## src/sv/sap_pkg.sv

```systemverilog
// ----------------------------------------------------------------------------
// sap_pkg
// Shared constants, codes and controller/datapath bundles of the shelf atlas
// packer.
// ----------------------------------------------------------------------------
`default_nettype none

package sap_pkg;

  // Parameter defaults
  localparam int unsigned INITIAL_ATLAS_LOG_DEF = 8;
  localparam int unsigned MAX_ATLAS_LOG_DEF     = 12;
  localparam int unsigned MAX_SHELVES_DEF       = 64;

  // Fixed field widths
  localparam int unsigned DIM_W   = 10;  // glyph width, height, shelf height
  localparam int unsigned COORD_W = 12;  // rect left, bottom, right
  localparam int unsigned TOP_W   = 13;  // rect top
  localparam int unsigned LOG_W   = 4;   // atlas size log
  localparam int unsigned DBL_W   = 3;   // reported doublings
  localparam int unsigned DBLC_W  = 4;   // internal doubling counter
  localparam int unsigned STAT_W  = 2;   // status

  localparam int unsigned IN_TDATA_W  = 32;
  localparam int unsigned OUT_TDATA_W = 64;

  // Result status codes
  typedef enum logic [STAT_W-1:0] {
    ST_PLACED     = 2'd0,
    ST_SHELF_FULL = 2'd1,
    ST_ATLAS_MAX  = 2'd2
  } status_e;

  // Controller states
  typedef enum logic {
    S_IDLE,
    S_SCAN
  } state_e;

  // Commands from controller to datapath
  typedef struct packed {
    logic    start;       // load request, open a fresh search
    logic    scan;        // advance the shelf scan one entry
    logic    commit_old;  // place on the shelf that hit
    logic    commit_new;  // open a new shelf and place there
    logic    fail;        // report failure, keep state
    logic    grow;        // double the trial atlas and rescan
    status_e fail_code;
  } cmd_t;

  // Status from datapath to controller
  typedef struct packed {
    logic hit;        // shelf in check stage takes the glyph
    logic scan_done;  // every shelf checked, nothing in flight
    logic fits;       // a new shelf fits under the trial side
    logic full;       // shelf table is full
    logic at_max;     // trial atlas already at maximum size
    logic out_free;   // output register can take a result
  } dp_status_t;

endpackage

`default_nettype wire

```

## src/sv/sap_ctrl.sv

```systemverilog
// ----------------------------------------------------------------------------
// sap_ctrl
// Controller of the shelf atlas packer: accepts a request, steers the shelf
// scan and decides between placing, opening a shelf, doubling or failing.
// ----------------------------------------------------------------------------
`default_nettype none

module sap_ctrl (
  input  wire logic               clk_i,
  input  wire logic               rst_ni,
  input  wire logic               req_valid_i,
  output      logic               req_ready_o,
  input  wire sap_pkg::dp_status_t stat_i,
  output      sap_pkg::cmd_t      cmd_o
);

  sap_pkg::state_e state_q, state_d;

  // Hold the state
  always_ff @(posedge clk_i or negedge rst_ni) begin
    if (!rst_ni) begin
      state_q <= sap_pkg::S_IDLE;
    end else begin
      state_q <= state_d;
    end
  end

  // Next state
  always_comb begin
    state_d = state_q;
    unique case (state_q)
      sap_pkg::S_IDLE: begin
        if (req_valid_i) begin
          state_d = sap_pkg::S_SCAN;
        end
      end
      sap_pkg::S_SCAN: begin
        if (stat_i.hit) begin
          if (stat_i.out_free) state_d = sap_pkg::S_IDLE;
        end else if (stat_i.scan_done) begin
          if (stat_i.fits || stat_i.at_max) begin
            if (stat_i.out_free) state_d = sap_pkg::S_IDLE;
          end
        end
      end
      default: state_d = sap_pkg::S_IDLE;
    endcase
  end

  // Command outputs
  always_comb begin
    cmd_o           = '0;
    cmd_o.fail_code = sap_pkg::ST_PLACED;
    req_ready_o     = 1'b0;
    unique case (state_q)
      sap_pkg::S_IDLE: begin
        req_ready_o = 1'b1;
        cmd_o.start = req_valid_i;
      end
      sap_pkg::S_SCAN: begin
        if (stat_i.hit) begin
          cmd_o.commit_old = stat_i.out_free;
        end else if (stat_i.scan_done) begin
          if (stat_i.fits && !stat_i.full) begin
            cmd_o.commit_new = stat_i.out_free;
          end else if (stat_i.fits) begin
            cmd_o.fail      = stat_i.out_free;
            cmd_o.fail_code = sap_pkg::ST_SHELF_FULL;
          end else if (stat_i.at_max) begin
            cmd_o.fail      = stat_i.out_free;
            cmd_o.fail_code = sap_pkg::ST_ATLAS_MAX;
          end else begin
            cmd_o.grow = 1'b1;
          end
        end else begin
          cmd_o.scan = 1'b1;
        end
      end
      default: begin
        req_ready_o = 1'b0;
      end
    endcase
  end

endmodule

`default_nettype wire

```

## src/sv/sap_dp.sv

```systemverilog
// ----------------------------------------------------------------------------
// sap_dp
// Datapath of the shelf atlas packer: shelf table memory, pipelined first-fit
// scan, atlas and shelf bookkeeping, and the output register.
// ----------------------------------------------------------------------------
`default_nettype none

module sap_dp #(
  parameter int unsigned INITIAL_ATLAS_LOG = sap_pkg::INITIAL_ATLAS_LOG_DEF,
  parameter int unsigned MAX_ATLAS_LOG     = sap_pkg::MAX_ATLAS_LOG_DEF,
  parameter int unsigned MAX_SHELVES       = sap_pkg::MAX_SHELVES_DEF
) (
  input  wire logic                        clk_i,
  input  wire logic                        rst_ni,
  input  wire logic [sap_pkg::DIM_W-1:0]   glyph_width_i,
  input  wire logic [sap_pkg::DIM_W-1:0]   glyph_height_i,
  input  wire logic [sap_pkg::DIM_W-1:0]   shelf_height_i,
  input  wire sap_pkg::cmd_t               cmd_i,
  output      sap_pkg::dp_status_t         stat_o,
  input  wire logic                        out_ready_i,
  output      logic                        out_valid_o,
  output      logic [sap_pkg::COORD_W-1:0] rect_left_o,
  output      logic [sap_pkg::COORD_W-1:0] rect_bottom_o,
  output      logic [sap_pkg::COORD_W-1:0] rect_right_o,
  output      logic [sap_pkg::TOP_W-1:0]   rect_top_o,
  output      logic [sap_pkg::LOG_W-1:0]   atlas_size_log_o,
  output      logic [sap_pkg::DBL_W-1:0]   doublings_o,
  output      sap_pkg::status_e            status_o
);

  // Largest atlas log the packer can hold, also when it starts above the maximum
  localparam int unsigned LOG_TOP =
    (INITIAL_ATLAS_LOG > MAX_ATLAS_LOG) ? INITIAL_ATLAS_LOG : MAX_ATLAS_LOG;
  localparam int unsigned IDX_W  = (MAX_SHELVES > 1) ? $clog2(MAX_SHELVES) : 1;
  localparam int unsigned CNT_W  = $clog2(MAX_SHELVES + 1);
  localparam int unsigned SUM_W  =
    ((LOG_TOP > sap_pkg::DIM_W) ? LOG_TOP : sap_pkg::DIM_W) + 1;
  localparam int unsigned LEN_W  = SUM_W - 1;
  localparam int unsigned POS_W  = LOG_TOP + 1;
  localparam int unsigned WIDE_W = (SUM_W > sap_pkg::TOP_W) ? SUM_W : sap_pkg::TOP_W;
  localparam int unsigned LW     = sap_pkg::LOG_W;

  // Shelf table
  logic [sap_pkg::DIM_W-1:0] mem_h_q   [MAX_SHELVES];
  logic [POS_W-1:0]          mem_pos_q [MAX_SHELVES];
  logic [LEN_W-1:0]          mem_len_q [MAX_SHELVES];

  // Request
  logic [sap_pkg::DIM_W-1:0] width_q, height_q, sh_q;

  // Search state
  logic [LW-1:0]              lg_q, lg_d;
  logic [sap_pkg::DBLC_W-1:0] dbl_q, dbl_d;
  logic [CNT_W-1:0]           idx_q, idx_d;
  logic                       chk_vld_q, chk_vld_d;
  logic [IDX_W-1:0]           chk_idx_q;
  logic [sap_pkg::DIM_W-1:0]  rd_h_q;
  logic [POS_W-1:0]           rd_pos_q;
  logic [LEN_W-1:0]           rd_len_q;

  // Persistent packer state
  logic [LW-1:0]    atlas_log_q, atlas_log_d;
  logic [CNT_W-1:0] shelf_count_q, shelf_count_d;
  logic [POS_W-1:0] next_pos_q, next_pos_d;

  // Output register
  logic                        out_vld_q, out_vld_d;
  logic [sap_pkg::COORD_W-1:0] o_left_q, o_bottom_q, o_right_q;
  logic [sap_pkg::TOP_W-1:0]   o_top_q;
  logic [LW-1:0]               o_log_q;
  logic [sap_pkg::DBL_W-1:0]   o_dbl_q;
  sap_pkg::status_e            o_stat_q;

  logic [SUM_W-1:0]  side, len_sum, new_end;
  logic              more, rd_en, commit;
  logic [LEN_W-1:0]  base_len;
  logic [POS_W-1:0]  base_pos;
  logic [WIDE_W-1:0] right_w, top_w;

  // Compare the checked shelf and the new-shelf option against the trial side
  always_comb begin
    side    = SUM_W'(1) << lg_q;
    len_sum = SUM_W'(rd_len_q) + SUM_W'(width_q);
    new_end = SUM_W'(next_pos_q) + SUM_W'(sh_q);
    more    = idx_q < shelf_count_q;
    rd_en   = cmd_i.scan && more;
    commit  = cmd_i.commit_old || cmd_i.commit_new || cmd_i.fail;

    stat_o.hit       = chk_vld_q && (rd_h_q >= sh_q) && (len_sum < side);
    stat_o.scan_done = !chk_vld_q && !more;
    stat_o.fits      = new_end <= side;
    stat_o.full      = shelf_count_q == CNT_W'(MAX_SHELVES);
    stat_o.at_max    = lg_q >= LW'(MAX_ATLAS_LOG);
    stat_o.out_free  = !out_vld_q || out_ready_i;
  end

  // Select the placed rectangle
  always_comb begin
    base_len = cmd_i.commit_new ? '0 : rd_len_q;
    base_pos = cmd_i.commit_new ? next_pos_q : rd_pos_q;
    right_w  = WIDE_W'(base_len) + WIDE_W'(width_q);
    top_w    = WIDE_W'(base_pos) + WIDE_W'(height_q);
  end

  // Next values of the search and packer state
  always_comb begin
    lg_d          = lg_q;
    dbl_d         = dbl_q;
    idx_d         = idx_q;
    chk_vld_d     = chk_vld_q;
    atlas_log_d   = atlas_log_q;
    shelf_count_d = shelf_count_q;
    next_pos_d    = next_pos_q;
    out_vld_d     = out_vld_q && !out_ready_i;

    if (cmd_i.start) begin
      lg_d      = atlas_log_q;
      dbl_d     = '0;
      idx_d     = '0;
      chk_vld_d = 1'b0;
    end
    if (cmd_i.grow) begin
      lg_d      = lg_q + LW'(1);
      dbl_d     = dbl_q + sap_pkg::DBLC_W'(1);
      idx_d     = '0;
      chk_vld_d = 1'b0;
    end
    if (cmd_i.scan) begin
      chk_vld_d = more;
      if (more) idx_d = idx_q + CNT_W'(1);
    end
    if (cmd_i.commit_old || cmd_i.commit_new) begin
      atlas_log_d = lg_q;
      chk_vld_d   = 1'b0;
    end
    if (cmd_i.commit_new) begin
      shelf_count_d = shelf_count_q + CNT_W'(1);
      next_pos_d    = POS_W'(new_end);
    end
    if (commit) out_vld_d = 1'b1;
  end

  // Hold control state
  always_ff @(posedge clk_i or negedge rst_ni) begin
    if (!rst_ni) begin
      lg_q          <= LW'(INITIAL_ATLAS_LOG);
      dbl_q         <= '0;
      idx_q         <= '0;
      chk_vld_q     <= 1'b0;
      atlas_log_q   <= LW'(INITIAL_ATLAS_LOG);
      shelf_count_q <= '0;
      next_pos_q    <= '0;
      out_vld_q     <= 1'b0;
    end else begin
      lg_q          <= lg_d;
      dbl_q         <= dbl_d;
      idx_q         <= idx_d;
      chk_vld_q     <= chk_vld_d;
      atlas_log_q   <= atlas_log_d;
      shelf_count_q <= shelf_count_d;
      next_pos_q    <= next_pos_d;
      out_vld_q     <= out_vld_d;
    end
  end

  // Capture the request
  always_ff @(posedge clk_i) begin
    if (cmd_i.start) begin
      width_q  <= glyph_width_i;
      height_q <= glyph_height_i;
      sh_q     <= shelf_height_i;
    end
  end

  // Shelf table: one write port, one registered read port
  always_ff @(posedge clk_i) begin
    if (cmd_i.commit_new) begin
      mem_h_q[shelf_count_q[IDX_W-1:0]]   <= sh_q;
      mem_pos_q[shelf_count_q[IDX_W-1:0]] <= next_pos_q;
      mem_len_q[shelf_count_q[IDX_W-1:0]] <= LEN_W'(width_q);
    end else if (cmd_i.commit_old) begin
      mem_len_q[chk_idx_q] <= LEN_W'(len_sum);
    end
    if (rd_en) begin
      rd_h_q    <= mem_h_q[idx_q[IDX_W-1:0]];
      rd_pos_q  <= mem_pos_q[idx_q[IDX_W-1:0]];
      rd_len_q  <= mem_len_q[idx_q[IDX_W-1:0]];
      chk_idx_q <= idx_q[IDX_W-1:0];
    end
  end

  // Load the output register
  always_ff @(posedge clk_i) begin
    if (cmd_i.fail) begin
      o_left_q   <= '0;
      o_bottom_q <= '0;
      o_right_q  <= '0;
      o_top_q    <= '0;
      o_log_q    <= atlas_log_q;
      o_dbl_q    <= '0;
      o_stat_q   <= cmd_i.fail_code;
    end else if (cmd_i.commit_old || cmd_i.commit_new) begin
      o_left_q   <= sap_pkg::COORD_W'(WIDE_W'(base_len));
      o_bottom_q <= sap_pkg::COORD_W'(WIDE_W'(base_pos));
      o_right_q  <= right_w[sap_pkg::COORD_W-1:0];
      o_top_q    <= top_w[sap_pkg::TOP_W-1:0];
      o_log_q    <= lg_q;
      o_dbl_q    <= dbl_q[sap_pkg::DBL_W-1:0];
      o_stat_q   <= sap_pkg::ST_PLACED;
    end
  end

  assign out_valid_o      = out_vld_q;
  assign rect_left_o      = o_left_q;
  assign rect_bottom_o    = o_bottom_q;
  assign rect_right_o     = o_right_q;
  assign rect_top_o       = o_top_q;
  assign atlas_size_log_o = o_log_q;
  assign doublings_o      = o_dbl_q;
  assign status_o         = o_stat_q;

endmodule

`default_nettype wire

```

## src/sv/shelf_atlas_packer.sv

```systemverilog
// Shelf atlas packer: first-fit placement of glyph rectangles on shelves of a
// square atlas that doubles its side when nothing fits.
// Input stream: one transaction per glyph request (width, height, needed
// shelf height). Output stream: one transaction per request with the pixel
// rectangle, the atlas size log, the doublings caused and a status (placed,
// shelf table full, atlas at maximum size). On failure nothing is placed.
// One request is worked on at a time; s_axis_tready is high only while the
// packer is idle, also while an earlier result still waits in the output
// register. Each scan pass reads the shelves in order; when no shelf takes
// the glyph and no new shelf fits, the trial atlas doubles and a new pass
// starts, so a search runs one pass plus one per doubling. The controller
// returns to idle on the edge that loads the result. The scan reads the
// shelf table one entry per cycle through its single registered read port,
// so the shelf count sets the request rate.
// Reset empties the shelf table (count and next position zero) and sets the
// atlas back to its initial size; no clearing pass is run.
// When the receiver stalls, the result is held in the output register and a
// finished search waits until that register is free before it commits.
// ----------------------------------------------------------------------------
// shelf_atlas_packer
// Top level: stream ports, controller and datapath.
// ----------------------------------------------------------------------------
`default_nettype none

module shelf_atlas_packer #(
  parameter int unsigned INITIAL_ATLAS_LOG = sap_pkg::INITIAL_ATLAS_LOG_DEF,
  parameter int unsigned MAX_ATLAS_LOG     = sap_pkg::MAX_ATLAS_LOG_DEF,
  parameter int unsigned MAX_SHELVES       = sap_pkg::MAX_SHELVES_DEF
) (
  input  wire logic                            clk_i,
  input  wire logic                            rst_ni,
  input  wire logic                            s_axis_tvalid,
  output      logic                            s_axis_tready,
  // glyph_width [9:0], glyph_height [19:10], shelf_height [29:20], zero [31:30]
  input  wire logic [sap_pkg::IN_TDATA_W-1:0]  s_axis_tdata,
  output      logic                            m_axis_tvalid,
  input  wire logic                            m_axis_tready,
  // rect_left [11:0], rect_bottom [23:12], rect_right [35:24], rect_top [48:36],
  // atlas_size_log [52:49], doublings [55:53], status [57:56], zero [63:58]
  output      logic [sap_pkg::OUT_TDATA_W-1:0] m_axis_tdata
);

  sap_pkg::cmd_t       cmd;
  sap_pkg::dp_status_t dp_stat;

  logic [sap_pkg::COORD_W-1:0] rect_left, rect_bottom, rect_right;
  logic [sap_pkg::TOP_W-1:0]   rect_top;
  logic [sap_pkg::LOG_W-1:0]   atlas_size_log;
  logic [sap_pkg::DBL_W-1:0]   doublings;
  sap_pkg::status_e            status;

  sap_ctrl u_ctrl (
    .clk_i       (clk_i),
    .rst_ni      (rst_ni),
    .req_valid_i (s_axis_tvalid),
    .req_ready_o (s_axis_tready),
    .stat_i      (dp_stat),
    .cmd_o       (cmd)
  );

  sap_dp #(
    .INITIAL_ATLAS_LOG (INITIAL_ATLAS_LOG),
    .MAX_ATLAS_LOG     (MAX_ATLAS_LOG),
    .MAX_SHELVES       (MAX_SHELVES)
  ) u_dp (
    .clk_i            (clk_i),
    .rst_ni           (rst_ni),
    .glyph_width_i    (s_axis_tdata[9:0]),
    .glyph_height_i   (s_axis_tdata[19:10]),
    .shelf_height_i   (s_axis_tdata[29:20]),
    .cmd_i            (cmd),
    .stat_o           (dp_stat),
    .out_ready_i      (m_axis_tready),
    .out_valid_o      (m_axis_tvalid),
    .rect_left_o      (rect_left),
    .rect_bottom_o    (rect_bottom),
    .rect_right_o     (rect_right),
    .rect_top_o       (rect_top),
    .atlas_size_log_o (atlas_size_log),
    .doublings_o      (doublings),
    .status_o         (status)
  );

  // Pack the result transaction
  assign m_axis_tdata = {6'd0, status, doublings, atlas_size_log, rect_top,
                         rect_right, rect_bottom, rect_left};

endmodule

`default_nettype wire

```

## config.mk

```make
export PLATFORM = sky130hd
export DESIGN_NAME = shelf_atlas_packer
export DESIGN_NICKNAME = d
export VERILOG_FILES = /design/src/sv/sap_pkg.sv /design/src/sv/sap_ctrl.sv /design/src/sv/sap_dp.sv /design/src/sv/shelf_atlas_packer.sv
export SDC_FILE = /design/constraint.sdc
export NUM_CORES = 2
export LEC_CHECK = 0
export BUFFER_PORTS_ARGS = -buffer_cell sky130_fd_sc_hd__buf_2
export CAP_MARGIN = 20
export CORE_UTILIZATION = 45
export DETAILED_ROUTE_END_ITERATION = 8
export PLACE_DENSITY_LB_ADDON = 0.12
export SETUP_SLACK_MARGIN = 0.05
export SYNTH_ARGS = -nofsm -noshare
export SYNTH_HDL_FRONTEND = slang
export SYNTH_SLANG_ARGS = --single-unit
```

## constraint.sdc

```tcl
create_clock -name clk_i -period 17.11 [get_ports clk_i]
set_input_delay 1.711 -clock clk_i [delete_from_list [all_inputs] [get_ports clk_i]]
set_output_delay 1.711 -clock clk_i [all_outputs]
set_load 0.01 [all_outputs]
```

==> impl_metrics.ini <==
[cts]
cts_buffers = 236
clock_path_buffers = 3
clk_pin_slew_ns = 0.06
holdBufCountCts = 0
htreeDepth = 4
cts_tree = built
clock_latency_ns = 0.89
cts_root_buffer = clkbuf_16
post_cts_resized = 0
cts_sinks = 2410
post-cts-setup-buffers = 0

[run]
drv_cap = 0

[worst_hold_path]
min_path_type = reg2reg

[yosys]
yosysMostFrequentCell = edfxtp_1
yosysTopAreaCellShare_pct = 73.6
synth_common_cells = 2317 x edfxtp_1, 735 x mux4_2, 200 x nor2_1
synth-seq-cells = 2410
synth_top_area_cell = edfxtp_1
synthFlopType = edfxtp_1
synth_area_leaders = edfxtp_1 74%, mux4_2 18%, ha_1 1.2%
synth_cells = 4211
async_reset_ff_share_pct = 1.70
synth_cell_types = 75
yosysWarningCount = 0
syn_avg_cell_area_um2 = 22.4
synth_edf_count = 2317
ys_seq_area_share_pct = 75.8
synth_area_um2 = 94500

[drt]
drt_iter0_drc = 4698
dr_total_vias = 44072
drtPass1Iterations = 5
antenna_left = 0
routed_wl_mm = 234
vias_per_cell = 5.88
drcViolationCount = 0
wl_per_cell_um = 31.3

[placed_design]
dp.cells = 7027
dp_hpwl_mm = 131
gp_congestion = 0.793
numPortBuffers = 93

[final_layout]
finalNonFillerCells = 7489
final_layout_size_suffix_gt1_share_pct = 30.5
area_growth_pct = 13.3
fin_util_pct = 51.5
fillers = 16186
nets = 4619

[timing]
setup_tns_ns = 0
max_slew_margin_pct = 22.9
drv_slew = 0
finalCritPeriodShare_pct = 46.1
min_period_ns = 7.89
whs_ns = 0.464
rsz0062_at_grt = no
worst_pin_slew_ns = 1.15
clock_skew_ns = 0.0496
hold_viol = 0
clock.fmax_ghz = 0.127
setup_viol = 0

[floorplanning]
die_h_um = 460
rows = 167
die_w_um = 460
core_um2 = 208000
start_util_pct = 45.5
dieArea_um2 = 212000
io_pins = 102

[global_routing]
grt_start_max_net_pins = 136
grt_pass1_vias = 44911
grt_pass1_wl_mm = 334
antenna_found_initial = 25
grt.total_usage_pct = 22.4
grt_overflow = 0

[pwr]
powerDensity_nw_per_um2 = 156
cellLeakagePower_nw = 34.6
vdd_drop_max_mv = 0.139

[critical_path]
critPathCaptureType = register
startpoint_type = register
crit_path_max_fanout = 66
worst-setup-path-type = reg2reg
cp.arrival_ns = 8.44
required_ns = 17.66

[status]
status = finished clean
## final timing paths
path                                                 startpoint                              end  slack, ns  cells after the start
worst max-delay path                     u_dp.sh_q[1]$_DFFE_PP_  u_dp.mem_len_q[38][8]$_DFFE_PP_       9.22                     20
worst min-delay path            u_dp.atlas_log_q[3]$_DFFE_PN1P_  u_dp.atlas_log_q[3]$_DFFE_PN1P_       0.46                      2
worst max register to register           u_dp.sh_q[1]$_DFFE_PP_  u_dp.mem_len_q[38][8]$_DFFE_PP_       9.22                     20
worst min register to register  u_dp.atlas_log_q[3]$_DFFE_PN1P_  u_dp.atlas_log_q[3]$_DFFE_PN1P_       0.46                      2
max in group asynchronous                                rst_ni  u_dp.atlas_log_q[3]$_DFFE_PN1P_      15.92                      2
min in group asynchronous                                rst_ni         u_dp.lg_q[0]$_DFFE_PN0P_       0.68                      1
## critical path, stage by stage (launching register included)
cell,delay (ns)
edfxtp_1,0.33
buf_4,0.57
inv_1,0.30
fa_1,0.51
inv_1,0.07
a21oi_1,0.07
o21bai_1,0.26
a311oi_1,0.18
o31ai_1,0.54
nand3_1,0.20
xnor2_1,0.21
ha_1,0.34
nand4_1,0.12
nor4_1,0.35
a31oi_2,0.15
nor4_4,0.29
buf_4,0.52
nand4_2,0.90
o31a_1,0.65
nor2_1,0.66
buf_4,0.29
## per-stage QoR
step                      setup WS (ns)  total power [mW]  area, µm²
after floorplan                   10.06              10.2      94500
after global placement             9.08              11.8      99200
after detailed placement           9.20              11.8      99400
after CTS                          9.17              16.9     107000
after global routing               8.45              17.3     107000
final                              9.22              16.7     107000
## power breakdown
group	leakage [nW]	switching [mW]	internal [mW]	total (mW)
sequential	22.8	0.228	6.92	7.15
clock	3.68	2.19	2.88	5.07
combinational	8.12	2.51	1.95	4.46
total	34.6	4.93	11.7	16.7
## state kept, by name, indices dropped and copies added, names as in the netlist, 6 cells and up
name / cells
u_dp.rect_top_o: 13
u_dp.rd_pos_q: 13
u_dp.rect_right_o: 12
u_dp.idx_q: 7
u_dp.chk_idx_q: 6
u_dp.next_pos_q: 13
u_dp.rect_bottom_o: 12
u_dp.rd_h_q: 10
u_dp.sh_q: 10
u_dp.shelf_count_q: 7
u_dp.rd_len_q: 12
u_dp.height_q: 10
u_dp.mem_h_q: 640
u_dp.rect_left_o: 12
u_dp.mem_pos_q: 832
u_dp.mem_len_q: 768
u_dp.width_q: 10
## per-layer routing
metal	vias to the layer above	track usage (%)	routed length [µm]
li1	18358	-	-
met1	24059	33.2	104000
met2	1392	34.8	111000
met3	259	4.29	16100
met4	4	4.59	3620
met5	-	0	27
## placed cells by master (no fill, tap or decap), drive strengths merged, types with 6 or more instances in the layout
master  count
a21o       13
a21oi      37
a22o       33
a31oi      12
and2       15
and3        9
buf       243
bufinv     17
clkbuf    313
clkinv    104
conb        6
dfrtp      39
dfxtp      52
diode      11
edfxtp   2317
ha         92
inv        57
mux2       16
mux2i      13
mux4      735
nand2     107
nand2b      8
nand3      30
nand4      16
nor2      200
nor2b       9
nor3       15
o21a        9
o21ai      45
xnor2      34
xor2       12
## cells by family (layout without fill, tap and decap cells)
kind of cell / after synthesis / in the layout / synth area share [%]
buffers and inverters: 264 / 738 / 1.11
other: 1 / 17 / 0.00397
flip-flops: 2410 / 2410 / 75.8
AND/OR/NAND/NOR: 426 / 426 / 2.01
multiplexers: 764 / 764 / 17.8
XOR/XNOR: 46 / 46 / 0.426
adder cells (fa/ha/maj): 96 / 96 / 1.30
AO/OA/AOI/OAI: 204 / 204 / 1.50
## cell type report
| cell class | count | area, µm² | area share (%) |
|---|---|---|---|
| clock buffers | 313 | 6410 | 5.99 |
| inverters | 54 | 203 | 0.189 |
| well taps | 2788 | 3490 | 3.26 |
| flip-flops and latches | 2410 | 71700 | 66.9 |
| diodes | 11 | 27.5 | 0.0257 |
| clock inverters | 128 | 1120 | 1.04 |
| multi-input cells | 1542 | 22400 | 20.9 |
| repair buffers | 243 | 1800 | 1.68 |
Note: power is estimated with default switching activity, not from simulation.
